File: src/rtl/core/pinhole_primary_ray_direction_assert.svh
// ----------------------------------------------------------------------------
// Pinhole primary ray direction: assertion macros.
// Concurrent checks that vanish from synthesis builds.
// ----------------------------------------------------------------------------
`ifndef PINHOLE_PRIMARY_RAY_DIRECTION_ASSERT_SVH
`define PINHOLE_PRIMARY_RAY_DIRECTION_ASSERT_SVH
`ifndef SYNTHESIS
`define PPRD_ASSERT_NOW(lbl, clk, rst_n, ante, cons) \
    lbl: assert property (@(posedge clk) disable iff (!rst_n) (ante) |-> (cons)) \
        else $error("pprd check failed");
`define PPRD_ASSERT_NEXT(lbl, clk, rst_n, ante, cons) \
    lbl: assert property (@(posedge clk) disable iff (!rst_n) (ante) |=> (cons)) \
        else $error("pprd check failed");
`else
`define PPRD_ASSERT_NOW(lbl, clk, rst_n, ante, cons)
`define PPRD_ASSERT_NEXT(lbl, clk, rst_n, ante, cons)
`endif
`endif

File: src/rtl/core/pprd_pkg.sv
// ----------------------------------------------------------------------------
// Pinhole primary ray direction: package.
// Widths, register codes, transaction types and helper functions.
// ----------------------------------------------------------------------------
`default_nettype none
package pprd_pkg;

    localparam int COORD_BITS = 12;
    localparam int FRAC_BITS  = 20;
    localparam int COMP_BITS  = FRAC_BITS + 1;
    localparam int SIZE_BITS  = COORD_BITS + 1;
    localparam int REG_BITS   = 63;
    localparam int EXT_BITS   = REG_BITS + 3 * COMP_BITS;
    localparam int U_BITS     = COORD_BITS + 2;
    localparam int PROD_BITS  = U_BITS + COMP_BITS;
    localparam int SUM_BITS   = PROD_BITS + 2;
    localparam int POS_BITS   = $clog2(SUM_BITS);
    localparam int NORM_MSB   = 29;
    localparam int NMAG_BITS  = NORM_MSB + 1;
    localparam int SQ_BITS    = 2 * NMAG_BITS;
    localparam int ROOT_STEPS = 32;
    localparam int ROOT_W     = 2 * ROOT_STEPS;
    localparam int ROOT_BITS  = NMAG_BITS + 1;
    localparam int OUT_FRAC   = 14;
    localparam int OUT_BITS   = 16;
    localparam int QUO_BITS   = OUT_FRAC + 1;
    localparam int NUM_BITS   = NMAG_BITS + OUT_FRAC + 1;
    localparam int OUT_ONE    = 1 << OUT_FRAC;

    localparam int CFG_ADDR_BITS = 6;
    localparam int CFG_DATA_BITS = 64;
    localparam int CFG_IDX_LSB   = 3;
    localparam int WIDTH_RESET   = 640;
    localparam int HEIGHT_RESET  = 480;

    typedef enum logic [2:0] {
        REG_STEP_RIGHT   = 3'd0,
        REG_STEP_DOWN    = 3'd1,
        REG_VIEW_AXIS    = 3'd2,
        REG_IMAGE_WIDTH  = 3'd3,
        REG_IMAGE_HEIGHT = 3'd4
    } t_reg_idx;

    typedef struct packed {
        logic [COORD_BITS-1:0] pixel_col;
        logic [COORD_BITS-1:0] pixel_row;
    } t_pixel;

    typedef struct packed {
        logic signed [OUT_BITS-1:0] dir_x;
        logic signed [OUT_BITS-1:0] dir_y;
        logic signed [OUT_BITS-1:0] dir_z;
    } t_dir;

    typedef struct packed {
        logic [REG_BITS-1:0]  step_right;
        logic [REG_BITS-1:0]  step_down;
        logic [REG_BITS-1:0]  view_axis;
        logic [SIZE_BITS-1:0] image_width;
        logic [SIZE_BITS-1:0] image_height;
    } t_cfg;

    typedef struct packed {
        logic [2:0][SUM_BITS-1:0] mag;
        logic [2:0]               neg;
    } t_front_item;

    typedef struct packed {
        logic [2:0][NMAG_BITS-1:0] mag;
        logic [2:0]                neg;
        logic                      zero;
    } t_carry;

    // Components that lie partly or wholly above the register read as zero there.
    function automatic logic signed [COMP_BITS-1:0] get_comp(
        input logic [REG_BITS-1:0] reg_v,
        input int                  k
    );
        logic [EXT_BITS-1:0] ext;
        ext = EXT_BITS'(reg_v);
        return ext[k*COMP_BITS +: COMP_BITS];
    endfunction

endpackage
`default_nettype wire

File: src/rtl/core/pprd_fifo.sv
// ----------------------------------------------------------------------------
// Pinhole primary ray direction: decoupling queue.
// Short queue between the front end and the normalizing back end.
// ----------------------------------------------------------------------------
`default_nettype none
module pprd_fifo #(
    parameter int DEPTH = 4
) (
    input  logic                  i_clk,
    input  logic                  i_rst_n,
    input  logic                  i_valid,
    output logic                  o_full,
    input  pprd_pkg::t_front_item i_item,
    output logic                  o_valid,
    input  logic                  i_stall,
    output pprd_pkg::t_front_item o_item
);
    import pprd_pkg::*;

    localparam int PTR_BITS = $clog2(DEPTH);
    localparam int CNT_BITS = $clog2(DEPTH + 1);

    t_front_item         r_mem [DEPTH];
    logic [PTR_BITS-1:0] r_wr, r_rd;
    logic [CNT_BITS-1:0] r_cnt;
    logic                push, pop;

    assign o_full  = (r_cnt == CNT_BITS'(DEPTH));
    assign o_valid = (r_cnt != '0);
    assign push    = i_valid && !o_full;
    assign pop     = o_valid && !i_stall;
    assign o_item  = r_mem[r_rd];

    always_ff @(posedge i_clk) begin
        if (push) begin
            r_mem[r_wr] <= i_item;
        end
    end

    always_ff @(posedge i_clk) begin
        if (!i_rst_n) begin
            r_wr  <= '0;
            r_rd  <= '0;
            r_cnt <= '0;
        end else begin
            if (push) begin
                r_wr <= (r_wr == PTR_BITS'(DEPTH - 1)) ? '0 : r_wr + 1'b1;
            end
            if (pop) begin
                r_rd <= (r_rd == PTR_BITS'(DEPTH - 1)) ? '0 : r_rd + 1'b1;
            end
            if (push && !pop) begin
                r_cnt <= r_cnt + 1'b1;
            end else if (pop && !push) begin
                r_cnt <= r_cnt - 1'b1;
            end
        end
    end

endmodule
`default_nettype wire

File: config.mk
export PLATFORM = sky130hd
export DESIGN_NAME = pprd_fifo
export DESIGN_NICKNAME = d
export VERILOG_FILES = /design/src/rtl/core/pinhole_primary_ray_direction_assert.svh /design/src/rtl/core/pprd_pkg.sv /design/src/rtl/core/pprd_fifo.sv
export SDC_FILE = /design/constraint.sdc
export NUM_CORES = 1
export LEC_CHECK = 0
export ABC_CLOCK_PERIOD_IN_PS = 5300
export BUFFER_PORTS_ARGS = -buffer_cell sky130_fd_sc_hd__buf_2
export CORE_UTILIZATION = 50
export CTS_CLUSTER_SIZE = 24
export DETAILED_ROUTE_END_ITERATION = 10
export GPL_ROUTABILITY_DRIVEN = 0
export HOLD_SLACK_MARGIN = 0.02
export PLACE_DENSITY = 0.77
export SETUP_SLACK_MARGIN = 0.1
export SYNTH_ARGS = -nofsm -noshare
export SYNTH_HDL_FRONTEND = slang
export SYNTH_SLANG_ARGS = --single-unit
File: constraint.sdc
create_clock -name i_clk -period 5.3 [get_ports i_clk]
set_input_delay 1.06 -clock i_clk [delete_from_list [all_inputs] [get_ports i_clk]]
set_output_delay 1.06 -clock i_clk [all_outputs]
set_load 0.05 [all_outputs]
# Word level (Yosys, flattened, before mapping)
# Memories as Yosys holds them, arrays and structs flattened. A register that Yosys moved wholly into a read port is not among the register bits.
# Index checks and enable logic that the tools add are counted.
totals:
  reg_bits: 7
  output_inout_bits: 116
  in_bits: 118
  word_cells: 29
  mem_count: 1
  mem_bits_rw: 456
classes:
  n_reduce_logical: 10
  add_sub_neg: 4
  muxes: 8
  n_eq_ne: 3
mem_list:
  columns: ["name", "depth", "word_bits", "read_ports", "rd_clocked_by_memory_dff", "write_ports", "line", "rtl"]
  rows:
  - ["r_mem", 4, 114, 1, 1, 1, "pprd_fifo.sv:23", "t_front_item r_mem [DEPTH];"]
ops:
  columns: ["op", "n"]
  rows:
  - ["$mux 2", 4]
  - ["$mux 3", 2]
  - ["$add 2x1->2 const B", 2]
  - ["$eq 2x2->1 const B", 2]
  - ["$logic_and 1x1->1", 4]
  - ["$logic_not 1->1", 4]
  - ["$add 3x1->3 const B", 1]
  - ["$eq 3x3->1 const B", 1]
  - ["$reduce_bool 3->1", 1]
  - ["$sub 3x1->3 const B", 1]
  - ["$mux 1", 2]
  - ["$reduce_bool 2->1", 1]

# Depth between registers and ports, before layout
depth:
  ltp_word: 7
  mapped_depth: 9

# Worst setup path after synthesis
# No wires, ideal clock.
synth_timing:
  path_kind: "input-to-reg"
  startpoint: "input port i_valid"
  endpoint: "memory r_mem[1][0] (netlist bit), enable pin"
  stages: 3
  setup_ps: 486
  t_arrival_ps: 4077
  path_buffers: 1
  required_ps: 4814
  slack_ps: 736
  cell_sequence: "nor2b_1 clkbuf_1 and2_1"
synth_between:
  elab_chain_cells: 3
synth_rtl:
  columns: ["item", "line", "rtl"]
  rows:
  - ["start: declaration", "pprd_fifo.sv:11", "input logic i_valid,"]
  - ["$logic_and 1x1->1", "pprd_fifo.sv:30", "assign push = i_valid && !o_full;"]
  - ["net push", "pprd_fifo.sv:26", "logic push, pop;"]
  - ["$mux 1", "pprd_fifo.sv:35", "if (push) begin"]
  - ["$mux 1 (implied by the code)", "pprd_fifo.sv:36", "r_mem[r_wr] <= i_item;"]
  - ["end: declaration", "pprd_fifo.sv:23", null]
# The timed path passes the listed nets, and every way through them passes these cells.

==> summary.md <==
| Metric | Value |
|---|---|
| Vias in the first global route | `8,150` |
| Post-route ant nets | `0` |
| GR Util All Layers | `18.42%` |
| Setup repair after global routing missed its margin | `false` |
| # fillers | `2,296` |
| Critical path fanouts, max | `46` |
| WP data required | `4.24 ns` |
| Post-Syn Instances | `648` |
| Sinks on Clock Net | `465` |
| Power, Total | `0.01123 W` |
| Most frequent cells in the layout | `edfxtp_1, buf_2, mux4_2` |
| DRC viols | `0` |
| Comb pwr share | `28.8%` |
| Seq/Total Area, Yosys | `81.88%` |
| Fin crit period | `3.743 ns` |
| Most common cell after layout, fill and taps aside | `edfxtp_1` |
| CP Capture Type | `output port` |
| Avg Inst Size Synth | `26.15 um2` |
| I/O Pins | `234` |
| Die H | `186.1 um` |
| Postcts setup bufs | `0` |
| Met1 Resource Use GR | `25.20%` |
| Post-Syn Area | `16,940 um2` |
| Drt pass-1 iters | `5` |
| Int Pwr | `0.007441 W` |
| Clock Path Buffers | `3` |
| Number of CTS-inserted buffers | `46` |
| Syn Nets | `773` |
| CP delay by family, top | `flip-flops` |
| Port bufs | `233` |
| Die width | `186.1 um` |
| Peak supply drop | `0.0003689 V` |
| Level count of the clock H-tree | `2` |
| Pwr Density | `555.7 nW/um2` |
| Die area | `34,630 um2` |
| Worst Tran Pin Value | `0.9887 ns` |
| Slew margin rel. | `34.09%` |
| Global-route wire length before repair | `46,730 um` |
| Initial antenna violation count | `4` |
| Post-route cell area | `20,210 um2` |
| Register Area | `13,880 um2` |
| Fin Setup TNS | `0 ns` |
| Cts hold-fix bufs | `0` |
| Post_cts resized | `0` |
| GRT met3 Usage | `4.989%` |
| CTS tree | `yes` |
| Nets | `1,037` |
| Final period utilization | `70.62%` |
| Hold WC Path Type | `flop to flop` |
| Worst-path cell chain | `buf_12, mux4_2, buf_2` |
| Hpwl dp | `17,430 um` |
| Reg clk slew, reported paths | `0.06 ns` |
| # rows | `67` |
| Sw Share | `33.74%` |
| Layout cells sized above 1 | `46.53%` |
| Post-DP Area | `18,610 um2` |
| Netlist cell types | `24` |
| Sequential power share | `41.6%` |
| Status | `completed` |
| Area grow syn2layout | `19.27%` |
| Core ar. | `33,450 um2` |
| Crit path DAT | `2.68 ns` |
| P_sw | `0.003788 W` |
| Finished Core Util | `60.42%` |
| Vias per cell | `5.414` |
| Synth top area cells | `edfxtp_1, mux4_2, dfxtp_1` |
| CP Launch Type | `flop` |
| 1st-iter DRT viols | `467` |
| Clock Power Share | `29.6%` |
| Largest net degree at the start of global routing | `63` |
| Via count | `7,591` |
| Setup-failing EPs final | `0` |
| GR Util met2 | `29.33%` |
| Max Clk Rate | `267.2 MHz` |
| GRT overflow | `0` |
| Grt peak-use layer | `met2` |
| FF+latch count, synth | `465` |
| Initial core utilization | `50.65%` |
| Crit path buf inv count | `2` |
| Hold slack | `0.5024 ns` |
| Largest area contributor in the netlist | `edfxtp_1` |
| Static Leak | `6.761 nW` |
| Clk_lat worst skew | `0.55 ns` |
| Yosys top cell area share | `80.82%` |
| Worst Skew | `0.02074 ns` |
| DRT Wirelength | `31,300 um` |
| CP max-delay cell | `dfxtp_4` |
| Root Driver | `clkbuf_16` |
| Max Transition Viols Final | `0` |
| Final Hold Fails | `0` |
| CP Class | `flop to output port` |
| Wire per inst | `22.32 um` |
| Multi-input combinational cell area | `2856 um2` |
| Ys Warns | `0` |
| Max-cap viol count | `0` |
| Max stage delay on crit path | `0.82 ns` |
==> area by class of cell <==
| cell class | instances | area share [%] |
|---|---|---|
| diodes | 4 | 0.04953 |
| clock buffers | 50 | 5.876 |
| clock inverters | 36 | 1.975 |
| inverters | 4 | 0.07430 |
| multi-input cells | 151 | 14.14 |
| flip-flops and latches | 465 | 68.69 |
| well taps | 448 | 2.774 |
| repair buffers | 244 | 6.427 |
==> through the flow <==
step           setup slack, ns  cells
6_report                 1.557   1402
5_1_grt                  1.345   1400
4_1_cts                  1.464   1398
3_5_place_dp             2.049   1312
3_3_place_gp             2.029   1312
2_1_floorplan           0.7363    648
==> power groups by stage <==
stage | Combinational (W) | Clock [W] | Sequential, W
final | 0.00323 | 0.00333 | 0.00467
after global routing | 0.00341 | 0.00354 | 0.00472
after global placement | 0.00324 | 0 | 0.00473
after CTS | 0.00329 | 0.00341 | 0.00468
after detailed placement | 0.00326 | 0 | 0.00476
after floorplan | 0.00266 | 0 | 0.00465
==> per-layer routing <==
| metal | wire length (um) | part of all wire (%) |
|---|---|---|
| met1 | 13070 | 42 |
| met2 | 15370 | 49 |
| met3 | 2347 | 7.5 |
| met4 | 492 | 1.6 |
| met5 | 11 | 0.035 |
==> kinds of logic (layout without fill, tap and decap cells) <==
family | Yosys count | after routing | share of synthesized area (%)
DFF | 465 | 465 | 81.88
muxes | 117 | 117 | 15.33
buffers and inverters | 32 | 334 | 1.315
and+or+nand+nor | 19 | 19 | 0.5834
adders and majority gates | 7 | 7 | 0.5613
AOI/OAI and AO/OA | 6 | 6 | 0.2215
xor gates and xnor gates | 2 | 2 | 0.1034
other | 0 | 4 | 0
==> flip-flops by register name, indices dropped and copies added, names as in the netlist, named ones only <==
name and flops:
r_mem 456, r_cnt 3, r_rd 2, r_wr 2
==> synthesized netlist by cell type <==
library cell and n:
dfxtp_1 9, inv_1 4, or3_1 1, edfxtp_1 456, mux2i_1 3, xnor2_1 1, and2_1 5, or2_2 1
fa_1 1, ha_1 6, clkbuf_1 7, a21boi_0 1, nand2_1 6, nor2_1 2, buf_8 7, buf_2 13
buf_6 1, o21ai_0 3, mux4_2 114, o211ai_1 2, xor2_1 1, nor3b_1 1, nor3_1 1, nor2b_1 2
==> tightest hold or removal path, stage by stage, from the launching register on <==
cell and delay, ns:
dfxtp_1 0.34, nand2_1 0.06, mux2i_1 0.05
==> path summary, 6_finish.rpt <==
kind | from | to | slack, ns | depth (start not counted)
max | flop | o_item[42] | 1.56 | 3
min | r_wr[1]$_SDFFE_PN0P_ | r_wr[1]$_SDFFE_PN0P_ | 0.50 | 2
max reg2reg | r_cnt[0]$_SDFFE_PN0P_ | r_cnt[2]$_SDFFE_PN0P_ | 2.73 | 8
min reg2reg | r_wr[1]$_SDFFE_PN0P_ | r_wr[1]$_SDFFE_PN0P_ | 0.50 | 2
Power figures use the tool's default switching activity.
