==> src/rtl/core/pinhole_primary_ray_direction_assert.svh <==
// ----------------------------------------------------------------------------
// Pinhole primary ray direction: assertion macros.
// Concurrent checks that vanish from synthesis builds.
// ----------------------------------------------------------------------------
`ifndef PINHOLE_PRIMARY_RAY_DIRECTION_ASSERT_SVH
`define PINHOLE_PRIMARY_RAY_DIRECTION_ASSERT_SVH
`ifndef SYNTHESIS
`define PPRD_ASSERT_NOW(lbl, clk, rst_n, ante, cons) \
    lbl: assert property (@(posedge clk) disable iff (!rst_n) (ante) |-> (cons)) \
        else $error("pprd check failed");
`define PPRD_ASSERT_NEXT(lbl, clk, rst_n, ante, cons) \
    lbl: assert property (@(posedge clk) disable iff (!rst_n) (ante) |=> (cons)) \
        else $error("pprd check failed");
`else
`define PPRD_ASSERT_NOW(lbl, clk, rst_n, ante, cons)
`define PPRD_ASSERT_NEXT(lbl, clk, rst_n, ante, cons)
`endif
`endif

==> src/rtl/core/pprd_pkg.sv <==
// ----------------------------------------------------------------------------
// Pinhole primary ray direction: package.
// Widths, register codes, transaction types and helper functions.
// ----------------------------------------------------------------------------
`default_nettype none
package pprd_pkg;

    localparam int COORD_BITS = 12;
    localparam int FRAC_BITS  = 20;
    localparam int COMP_BITS  = FRAC_BITS + 1;
    localparam int SIZE_BITS  = COORD_BITS + 1;
    localparam int REG_BITS   = 63;
    localparam int EXT_BITS   = REG_BITS + 3 * COMP_BITS;
    localparam int U_BITS     = COORD_BITS + 2;
    localparam int PROD_BITS  = U_BITS + COMP_BITS;
    localparam int SUM_BITS   = PROD_BITS + 2;
    localparam int POS_BITS   = $clog2(SUM_BITS);
    localparam int NORM_MSB   = 29;
    localparam int NMAG_BITS  = NORM_MSB + 1;
    localparam int SQ_BITS    = 2 * NMAG_BITS;
    localparam int ROOT_STEPS = 32;
    localparam int ROOT_W     = 2 * ROOT_STEPS;
    localparam int ROOT_BITS  = NMAG_BITS + 1;
    localparam int OUT_FRAC   = 14;
    localparam int OUT_BITS   = 16;
    localparam int QUO_BITS   = OUT_FRAC + 1;
    localparam int NUM_BITS   = NMAG_BITS + OUT_FRAC + 1;
    localparam int OUT_ONE    = 1 << OUT_FRAC;

    localparam int CFG_ADDR_BITS = 6;
    localparam int CFG_DATA_BITS = 64;
    localparam int CFG_IDX_LSB   = 3;
    localparam int WIDTH_RESET   = 640;
    localparam int HEIGHT_RESET  = 480;

    typedef enum logic [2:0] {
        REG_STEP_RIGHT   = 3'd0,
        REG_STEP_DOWN    = 3'd1,
        REG_VIEW_AXIS    = 3'd2,
        REG_IMAGE_WIDTH  = 3'd3,
        REG_IMAGE_HEIGHT = 3'd4
    } t_reg_idx;

    typedef struct packed {
        logic [COORD_BITS-1:0] pixel_col;
        logic [COORD_BITS-1:0] pixel_row;
    } t_pixel;

    typedef struct packed {
        logic signed [OUT_BITS-1:0] dir_x;
        logic signed [OUT_BITS-1:0] dir_y;
        logic signed [OUT_BITS-1:0] dir_z;
    } t_dir;

    typedef struct packed {
        logic [REG_BITS-1:0]  step_right;
        logic [REG_BITS-1:0]  step_down;
        logic [REG_BITS-1:0]  view_axis;
        logic [SIZE_BITS-1:0] image_width;
        logic [SIZE_BITS-1:0] image_height;
    } t_cfg;

    typedef struct packed {
        logic [2:0][SUM_BITS-1:0] mag;
        logic [2:0]               neg;
    } t_front_item;

    typedef struct packed {
        logic [2:0][NMAG_BITS-1:0] mag;
        logic [2:0]                neg;
        logic                      zero;
    } t_carry;

    // Components that lie partly or wholly above the register read as zero there.
    function automatic logic signed [COMP_BITS-1:0] get_comp(
        input logic [REG_BITS-1:0] reg_v,
        input int                  k
    );
        logic [EXT_BITS-1:0] ext;
        ext = EXT_BITS'(reg_v);
        return ext[k*COMP_BITS +: COMP_BITS];
    endfunction

endpackage
`default_nettype wire

==> src/rtl/core/pprd_cfg.sv <==
// ----------------------------------------------------------------------------
// Pinhole primary ray direction: configuration registers.
// APB register file for the step vectors, viewing axis and image size.
// ----------------------------------------------------------------------------
`default_nettype none
module pprd_cfg (
    input  logic                                i_clk,
    input  logic                                i_rst_n,
    input  logic                                psel,
    input  logic                                penable,
    input  logic                                pwrite,
    input  logic [pprd_pkg::CFG_ADDR_BITS-1:0]  paddr,
    input  logic [pprd_pkg::CFG_DATA_BITS-1:0]  pwdata,
    output logic [pprd_pkg::CFG_DATA_BITS-1:0]  prdata,
    output logic                                pready,
    output pprd_pkg::t_cfg                      o_cfg
);
    import pprd_pkg::*;

    t_cfg     r_cfg;
    t_reg_idx idx;

    assign idx    = t_reg_idx'(paddr[CFG_ADDR_BITS-1:CFG_IDX_LSB]);
    assign pready = 1'b1;
    assign o_cfg  = r_cfg;

    always_ff @(posedge i_clk) begin
        if (!i_rst_n) begin
            r_cfg.step_right   <= '0;
            r_cfg.step_down    <= '0;
            r_cfg.view_axis    <= '0;
            r_cfg.image_width  <= SIZE_BITS'(WIDTH_RESET);
            r_cfg.image_height <= SIZE_BITS'(HEIGHT_RESET);
        end else if (psel && penable && pwrite) begin
            case (idx)
                REG_STEP_RIGHT:   r_cfg.step_right   <= pwdata[REG_BITS-1:0];
                REG_STEP_DOWN:    r_cfg.step_down    <= pwdata[REG_BITS-1:0];
                REG_VIEW_AXIS:    r_cfg.view_axis    <= pwdata[REG_BITS-1:0];
                REG_IMAGE_WIDTH:  r_cfg.image_width  <= pwdata[SIZE_BITS-1:0];
                REG_IMAGE_HEIGHT: r_cfg.image_height <= pwdata[SIZE_BITS-1:0];
                default: ;
            endcase
        end
    end

    always_comb begin
        case (idx)
            REG_STEP_RIGHT:   prdata = CFG_DATA_BITS'(r_cfg.step_right);
            REG_STEP_DOWN:    prdata = CFG_DATA_BITS'(r_cfg.step_down);
            REG_VIEW_AXIS:    prdata = CFG_DATA_BITS'(r_cfg.view_axis);
            REG_IMAGE_WIDTH:  prdata = CFG_DATA_BITS'(r_cfg.image_width);
            REG_IMAGE_HEIGHT: prdata = CFG_DATA_BITS'(r_cfg.image_height);
            default:          prdata = '0;
        endcase
    end

endmodule
`default_nettype wire

==> config.mk <==
export PLATFORM = sky130hd
export DESIGN_NAME = pprd_cfg
export DESIGN_NICKNAME = d
export VERILOG_FILES = /design/src/rtl/core/pinhole_primary_ray_direction_assert.svh /design/src/rtl/core/pprd_pkg.sv /design/src/rtl/core/pprd_cfg.sv
export SDC_FILE = /design/constraint.sdc
export NUM_CORES = 1
export LEC_CHECK = 0
export BUFFER_PORTS_ARGS = -buffer_cell sky130_fd_sc_hd__buf_2
export CAP_MARGIN = 40
export CORE_AREA = 2 2 137 139
export CTS_CLUSTER_DIAMETER = 120
export DETAILED_ROUTE_END_ITERATION = 10
export DIE_AREA = 0 0 139 141
export PLACE_DENSITY = 0.86
export SLEW_MARGIN = 20
export SYNTH_ARGS = -nofsm -noshare
export SYNTH_HDL_FRONTEND = slang
export SYNTH_SLANG_ARGS = --single-unit
==> constraint.sdc <==
create_clock -name i_clk -period 3.7 [get_ports i_clk]
set_input_delay 0.37 -clock i_clk [delete_from_list [all_inputs] [get_ports i_clk]]
set_output_delay 0.37 -clock i_clk [all_outputs]
set_load 0.05 [all_outputs]
* Word-level counts from Yosys, hierarchy flattened *
Cells that the tools add are included.

operators by class
  reduce and logical (&&, ||, !) cells = 8
  shifts and indexed selects = 0
  divide/modulo/power cells = 0
  magnitude comparators = 0
  add/sub/neg operators = 0
  mux-type cells = 1
  eq/ne operators = 4
  bitwise operators = 0
  $mul = 0

operators by type and width
  kind                                                             count
  63-bit case mux with 5 select lines                              1
  2-bit AND reduction                                              5
  3-bit by 2-bit == test with 1-bit output, second input constant  2
  3-bit by 1-bit == test with 1-bit output, second input constant  1
  3-bit == test, second input constant                             1
  3-bit zero test                                                  1
  1-bit logical AND                                                2

word-level totals
  memory bits (read-only) = 0
  output and inout bits = 280
  latch bits = 0
  memories = 0
  logic and storage cells = 18
  input port bits = 75
  register bits = 215
  memory bits (writable) = 0

* Longest topological paths before layout *
Gate-level depths: netlist of run 1.

  word-level depth = 3
  mapped depth = 6
  mapped depth without buffers = 3

* Least setup slack after synthesis of run 1 *
No wires, ideal clock.

  path kind = input port to output port
  from = input port paddr[4] (netlist name)
  to = output port prdata[9] (netlist name)
  required time = 3.330 ns
  path slack = 1.196 ns
  stages = 5
  path buffers = 3
  arrival = 2.134 ns
  cells stage by stage = buf_2 > buf_4 > buf_4 > mux2i_1 > o21ai_0

between the ends
  cells in the longest elaborated chain, start to end = 2
  elaborated cells between the ends (all ways) = 6
  those cells by class = 4 x eq/ne; 1 x mux; 1 x reduce/logical

ends and longest elaborated chain
  what                                         RTL line        RTL
  start, declared                              pprd_cfg.sv:12  input logic [pprd_pkg::CFG_ADDR_BITS-1:0] paddr,
  3-bit == test, or another cell as far along  pprd_cfg.sv:47  case (idx)
  63-bit case mux with 5 select lines *        pprd_cfg.sv:47
  end, declared                                pprd_cfg.sv:14  output logic [pprd_pkg::CFG_DATA_BITS-1:0] prdata,

Mark *: on every way between the ends. The rest lies on a longest branch, timed or not.

* Final worst setup path of run 1 *
  from = input port paddr[4] (netlist name)
  to = output port prdata[39] (netlist name)

Same word-level chain as after synthesis.

==> PnR_summary.wiki, run 1 <==
{| class="wikitable"
! Metric !! Value
|-
| Clock Skew || 0 ns
|-
| Post-CTS sizing || 0
|-
| Cell with the most instances after synthesis || mux2i_1
|-
| Number of max-cap violations || 0
|-
| Kind of path behind the tightest hold check || input pin to register
|-
| Die outline area || 19600 um^2
|-
| Source of the worst register-to-register timing path || o_cfg[7]$_SDFFE_PN1P_
|-
| Sequential fraction of design power || 0.467
|-
| Number of endpoints with negative hold slack in the final report || 0
|-
| Total number of placement rows || 50
|-
| Number of pins exceeding their max-slew limit in the final report || 0
|-
| Synth top area cells || dfxtp_1 44%, mux2i_1 30%, nand2_1 11%
|-
| Finished Layout Cells || 1578
|-
| Total nets after synthesis || 1097
|-
| Category of the worst setup path capture point || primary output
|-
| Detailed placement HPWL || 19500 um
|-
| Mapped Cells || 1022
|-
| Max FO, Critical Path || 44
|-
| Count of distinct cell types in the synthesized netlist || 31
|-
| Proportion of synthesized flip-flops having asynchronous set or reset || 0
|-
| Outcome || complete, no violations
|-
| I/O pins || 355
|-
| Overall routing resource usage || 0.273
|-
| Clock latency on the worst-skew pair || 0.49 ns
|-
| Area after detailed placement || 11500 um^2
|-
| Flip-flop count of the largest register after layout || 215
|-
| DRC || 0
|-
| Count of flip-flops with a built-in enable after synthesis || 0
|-
| List of most frequent post-synthesis cells || 286 x mux2i_1, 273 x nand2_1, 215 x dfxtp_1
|-
| Terminating pin of the worst hold path || o_cfg[5]$_SDFFE_PN1P_
|-
| Aggregate global routing overflow || 0
|-
| Remaining antenna violation count || 0
|-
| Yosys reg bits || 215
|-
| Upper clock frequency limit || 0.395 GHz
|-
| Cts hold-fix bufs || 0
|-
| Critical R2R Capture || o_cfg[7]$_SDFFE_PN1P_
|-
| Yosys warnings || 0
|-
| Initial DRT Pass Iterations || 5
|-
| Average via count per standard cell || 5.51
|-
| Switching share of power || 0.238
|-
| Initial drt markers || 370
|-
| Beginning of the critical path || paddr[4]
|-
| Power per unit of standard cell area || 410 nW/um^2
|-
| Area growth, synth to finish || 26.6%
|-
| Fin crit period || 2.53 ns
|-
| Total internal power || 3.83 mW
|-
| Reg-to-reg slack, setup || 2.92 ns
|-
| Summed area of non-filler cells in the final layout || 12300 um^2
|-
| Share of layout cells above drive strength 1 || 0.308
|-
| Combinational group share of total power || 0.083
|-
| Worst r2r path cells || 3
|-
| X dimension of the die || 139 um
|-
| Setup repair after global routing missed its margin || no
|-
| Core area || 18300 um^2
|-
| Max IR drop VDD || 0.326 mV
|-
| Primary FF master, synth || dfxtp_1
|-
| Initial standard-cell utilization of the core || 0.530
|-
| Arrival time worst endpoint || 2.16 ns
|-
| TNS Setup || 0 ns
|-
| Worst max-slew margin expressed relative to the limit || 0.465
|-
| Sinks on the clock net || 215
|-
| Number of global-route vias before repair || 8365
|-
| Routed WL per cell || 18.1 um
|-
| Share of the synthesized area in the top cell type || 0.445
|-
| Start point of the worst min-delay path || pwdata[5]
|-
| Number of antenna violations at the first check in global routing || 2
|-
| Buffer levels on the longest clock path || 3
|-
| Die Span Y || 141 um
|-
| Final core utilization || 0.671
|-
| Final cycle utilization of the critical path || 0.685
|-
| Clock tree from TritonCTS || built
|-
| Sequential element share of the synthesized area || 0.445
|-
| Routed vias || 8693
|-
| Post-synthesis instance area || 9680 um^2
|-
| Final Net Count || 1403
|-
| Hold Path Stages || 3
|-
| Drt total wl || 28600 um
|-
| Startpoint-to-endpoint class of the critical path || input pin to primary output
|-
| Number of H-tree levels || 1
|-
| Top cell type by total area after synthesis || dfxtp_1
|-
| Number of buffers added for setup after CTS || 0
|-
| Clock Pin Slew Worst Setup and Hold Paths || 0.06 ns
|-
| Buffer cell driving the clock tree root || clkbuf_16
|-
| Startpoint type of the worst setup path || input pin
|-
| Share of total power in the clock network || 0.450
|-
| Setup Viol. Count Final || 0
|-
| Static Leakage || 6.18 nW
|-
| Avg Cell Area, Syn || 9.47 um^2
|-
| RePlAce Congestion || 0.825
|-
| Placed instance count || 1538
|-
| Transition time of the tightest slew-check pin || 0.802 ns
|-
| CTS buffer count || 22
|-
| First-pass GRT wire length || 44000 um
|-
| Switching power total || 1.20 mW
|-
| Pin count of the biggest net entering global routing || 114
|-
| PortBufs || 348
|-
| Worst Path Required || 3.33 ns
|}
==> worst max-delay path by stage <==
stage,slack (ns),depth (start not counted),end
CTS,1.17,6,prdata[39]
floorplan,1.20,5,prdata[9]
global route,1.07,6,prdata[49]
global placement,1.20,6,prdata[4]
finish,1.17,6,prdata[39]
detailed placement,1.17,6,prdata[32]
==> logic make-up after synthesis <==
family / count (synthesis) / share of synthesized area
other: 2 / 0.000776
AO/OA/AOI/OAI: 86 / 0.0708
multiplexers: 286 / 0.296
AND/OR/NAND/NOR: 342 / 0.140
buffers and inverters: 91 / 0.0487
flip-flops: 215 / 0.445
==> power groups by stage <==
stage	logic (mW)	registers, mW	clock network, mW
4_1_cts	0.416	2.35	2.30
2_1_floorplan	0.232	2.46	0
3_3_place_gp	0.407	2.40	0
3_5_place_dp	0.412	2.40	0
6_report	0.418	2.35	2.26
5_1_grt	0.441	2.35	2.39
==> placed cells by master, fill, tap and decap left out, types with 4 or more instances in the layout <==
cell / netlist / routed
a21o_1: 9 / 9
dfxtp_1: 215 / 215
buf_12: 0 / 4
clkbuf_16: 0 / 23
nor2_1: 51 / 51
mux2i_1: 286 / 286
buf_2: 11 / 346
nand2_1: 273 / 273
inv_1: 4 / 4
clkbuf_8: 0 / 6
o21ai_0: 5 / 5
buf_4: 19 / 18
a2bb2oi_1: 51 / 51
clkinv_2: 0 / 4
o22ai_1: 9 / 9
==> critical path: stages <==
cell and delay (ns):
buf_4 0.60, buf_4 0.42, mux2i_1 0.27, a2bb2oi_1 0.19, nor2_1 0.06, buf_2 0.23
==> layer usage <==
layer / up-vias / global-route usage / part of all wire
met4: 0 / 0.103 / 0.034
li1: 4098 / - / -
met2: 392 / 0.479 / 0.49
met5: - / 0 / 0
met3: 77 / 0.0652 / 0.081
met1: 4126 / 0.327 / 0.40
==> area by class of cell <==
type                    instances  area [um^2]
diodes                          2         5.00
flip-flops and latches        215         4300
inverters                       4         15.0
multi-input cells             716         4930
repair buffers                369         1960
fillers                      1450         6010
well taps                     234          293
clock buffers                  30          652
clock inverters                 8         95.1
==> stage by stage <==
stage               setup slack [ns]  power (mW)  hold WS [ns]
finish                          1.17        5.02         0.153
global route                    1.07        5.18         0.166
CTS                             1.17        5.07         0.133
detailed placement              1.17        2.81         0.462
global placement                1.20        2.80         0.452
floorplan                       1.20        2.69         0.532
(Power assumes the default switching activity.)
==> run 2, diff against run 1 <==
- CORE_AREA: 2 2 137 139 -> unset
- CORE_ASPECT_RATIO: unset -> 1.75
- CORE_UTILIZATION: unset -> 45
- DIE_AREA: 0 0 139 141 -> unset
- PLACE_DENSITY: 0.86 -> 0.77
- clock period: 3.7 -> 2.06 ns (I/O delays scaled with it)
==> run 2 against run 1 <==
Sequential cell count unchanged. Sequential power increased by 79%. Combinational power up 89%. Core utilization shrank 7.9 points.
==> PnR_summary.wiki, run 2 (synthesis gave the netlist of run 1 again) <==
{| class="wikitable"
! Metric !! Value
|-
| Outcome || complete, no violations
|-
| Clock Pin Slew Worst Setup and Hold Paths || 0.07 ns
|-
| Number of antenna violations at the first check in global routing || 2
|-
| Final cycle utilization of the critical path || 0.869
|-
| Number of pins exceeding their max-slew limit in the final report || 0
|-
| Area growth, synth to finish || 28.5%
|-
| Commonest non-fill, non-tap cell in the layout || buf_2
|-
| Routed WL per cell || 18.3 um
|-
| I/O pins || 355
|-
| Cell Chain, Critical Path || buf_2, nand2b_1, o22ai_1, a21o_1, buf_2
|-
| Power per unit of standard cell area || 692 nW/um^2
|-
| Drt total wl || 29500 um
|-
| Startpoint-to-endpoint class of the critical path || input pin to primary output
|-
| Clock tree from TritonCTS || built
|-
| RePlAce Congestion || 0.861
|-
| Sinks on the clock net || 215
|-
| PortBufs || 348
|-
| Max FO, Critical Path || 15
|-
| Number of max-cap violations || 0
|-
| First-pass GRT wire length || 45500 um
|-
| Cell with the largest stage delay on the worst path || nand2b_1
|-
| Final Net Count || 1421
|-
| Die outline area || 22100 um^2
|-
| Clock latency on the worst-skew pair || 0.49 ns
|-
| Worst r2r path cells || 3
|-
| Hold Path Stages || 3
|-
| Aggregate global routing overflow || 0
|-
| Flip-flop count of the largest register after layout || 215
|-
| X dimension of the die || 113 um
|-
| Transition time of the tightest slew-check pin || 0.606 ns
|-
| Source of the worst register-to-register timing path || o_cfg[7]$_SDFFE_PN1P_
|-
| Die Span Y || 196 um
|-
| GRT met2 Usage || 0.481
|-
| Setup Viol. Count Final || 0
|-
| Layer with the highest usage after global routing || met2
|-
| Buffer levels on the longest clock path || 3
|-
| Most frequent cells in the layout || 346 x buf_2, 286 x mux2i_1, 273 x nand2_1
|-
| Initial DRT Pass Iterations || 5
|-
| Upper clock frequency limit || 0.559 GHz
|-
| Fin crit period || 1.79 ns
|-
| Share of layout cells above drive strength 1 || 0.306
|-
| CTS buffer count || 20
|-
| Max IR drop VDD || 0.741 mV
|-
| Overall routing resource usage || 0.258
|-
| Category of the worst setup path capture point || primary output
|-
| Detailed placement HPWL || 20600 um
|-
| Number of endpoints with negative hold slack in the final report || 0
|-
| Initial drt markers || 412
|-
| Critical R2R Capture || o_cfg[7]$_SDFFE_PN1P_
|-
| Multi-input gate area || 4930 um^2
|-
| Startpoint type of the worst setup path || input pin
|-
| Core area || 21000 um^2
|-
| Pin count of the biggest net entering global routing || 54
|-
| Routed vias || 8813
|-
| Number of H-tree levels || 1
|-
| DRC || 0
|-
| Count of fill cells added during filler insertion || 1831
|-
| Reg-to-reg slack, setup || 1.30 ns
|-
| Buffer cell driving the clock tree root || clkbuf_16
|-
| Average via count per standard cell || 5.46
|-
| Initial standard-cell utilization of the core || 0.461
|-
| Total number of placement rows || 70
|-
| Cell type with the highest occurrence count on the critical path || buf_2
|-
| Number of global-route vias before repair || 8856
|-
| Critical path's largest stage delay || 0.40 ns
|-
| Clock Skew || 0 ns
|-
| FF/Latch Area || 4300 um^2
|-
| Met1 track demand over resource || 0.279
|-
| Static Leakage || 6.25 nW
|-
| Start point of the worst min-delay path || pwdata[25]
|-
| Arrival time worst endpoint || 1.58 ns
|-
| Post-CTS sizing || 0
|-
| GRT met3 Usage || 0.0355
|-
| Worst max-slew margin expressed relative to the limit || 0.596
|-
| Kind of path behind the tightest hold check || input pin to register
|-
| Worst hold slack || 0.0119 ns
|-
| Setup repair after global routing missed its margin || no
|-
| Terminating pin of the worst hold path || o_cfg[177]$_SDFFE_PN0P_
|-
| Remaining antenna violation count || 0
|-
| Worst Path Required || 1.85 ns
|-
| TNS Setup || 0 ns
|}
==> run 2: cell types whose count changed in the layout (fill, tap and decap cells not counted), sizes merged <==
cell and delta:
bufinv -2, clkbuf +3, buf +11, dlygate4sd3 +9, clkinv -2, clkinvlp -2
==> run 2: worst max-delay path: cells and delay by family <==
family	cells	cell delay [ns]
buffers and inverters	2	0.52
AOI/OAI and AO/OA	2	0.44
and+or+nand+nor	1	0.40
==> run 2: how the worst max path moves through the flow <==
| stage | to | slack [ns] | depth (start not counted) | start |
|---|---|---|---|---|
| global route | prdata[50] | 0.15 | 6 | paddr[3] |
| finish | prdata[3] | 0.27 | 5 | paddr[3] |
| detailed placement | prdata[43] | 0.27 | 6 | paddr[3] |
| global placement | prdata[14] | 0.28 | 6 | paddr[3] |
| floorplan | prdata[13] | 0.16 | 6 | paddr[3] |
| CTS | prdata[53] | 0.22 | 4 | o_cfg[79]$_SDFFE_PN0P_ |
==> run 2: what timing repair did <==
item,CTS,global route
setup buffers,0,0
hold endpoints to repair,14,0
hold buffers,9,0
==> run 2: cell type report <==
type | count | area share
clock buffer | 33 | 0.0499
inverter | 4 | 0.00121
timing repair buffer | 389 | 0.180
multi-input combinational | 716 | 0.396
tap | 252 | 0.0253
antenna | 2 | 0.000402
clock inverter | 2 | 0.000804
sequential | 215 | 0.346
==> run 2: report_power, final <==
group | internal, mW | leakage [nW] | switching [mW] | total (mW)
sequential | 4.19 | 1.73 | 0.0259 | 4.21
combinational | 0.263 | 4.21 | 0.528 | 0.791
clock | 2.05 | 0.311 | 1.56 | 3.61
total | 6.50 | 6.25 | 2.11 | 8.62
==> run 2: routing by layer <==
metal | vias to the layer above | share of wire
met5 | - | 0
met4 | 0 | 0.045
met3 | 90 | 0.047
met2 | 317 | 0.52
met1 | 4274 | 0.39
li1 | 4132 | -
==> run 2: per-stage QoR <==
stage | setup WS (ns) | std cells | power, mW | util | cell area [um^2]
final | 0.271 | 1613 | 8.62 | 0.592 | 12400
after global routing | 0.150 | 1613 | 8.87 | 0.592 | 12400
after CTS | 0.218 | 1611 | 8.69 | 0.592 | 12400
after detailed placement | 0.271 | 1567 | 5.08 | 0.558 | 11700
after global placement | 0.278 | 1567 | 5.07 | 0.558 | 11700
after floorplan | 0.158 | 1022 | 4.83 | - | 9680
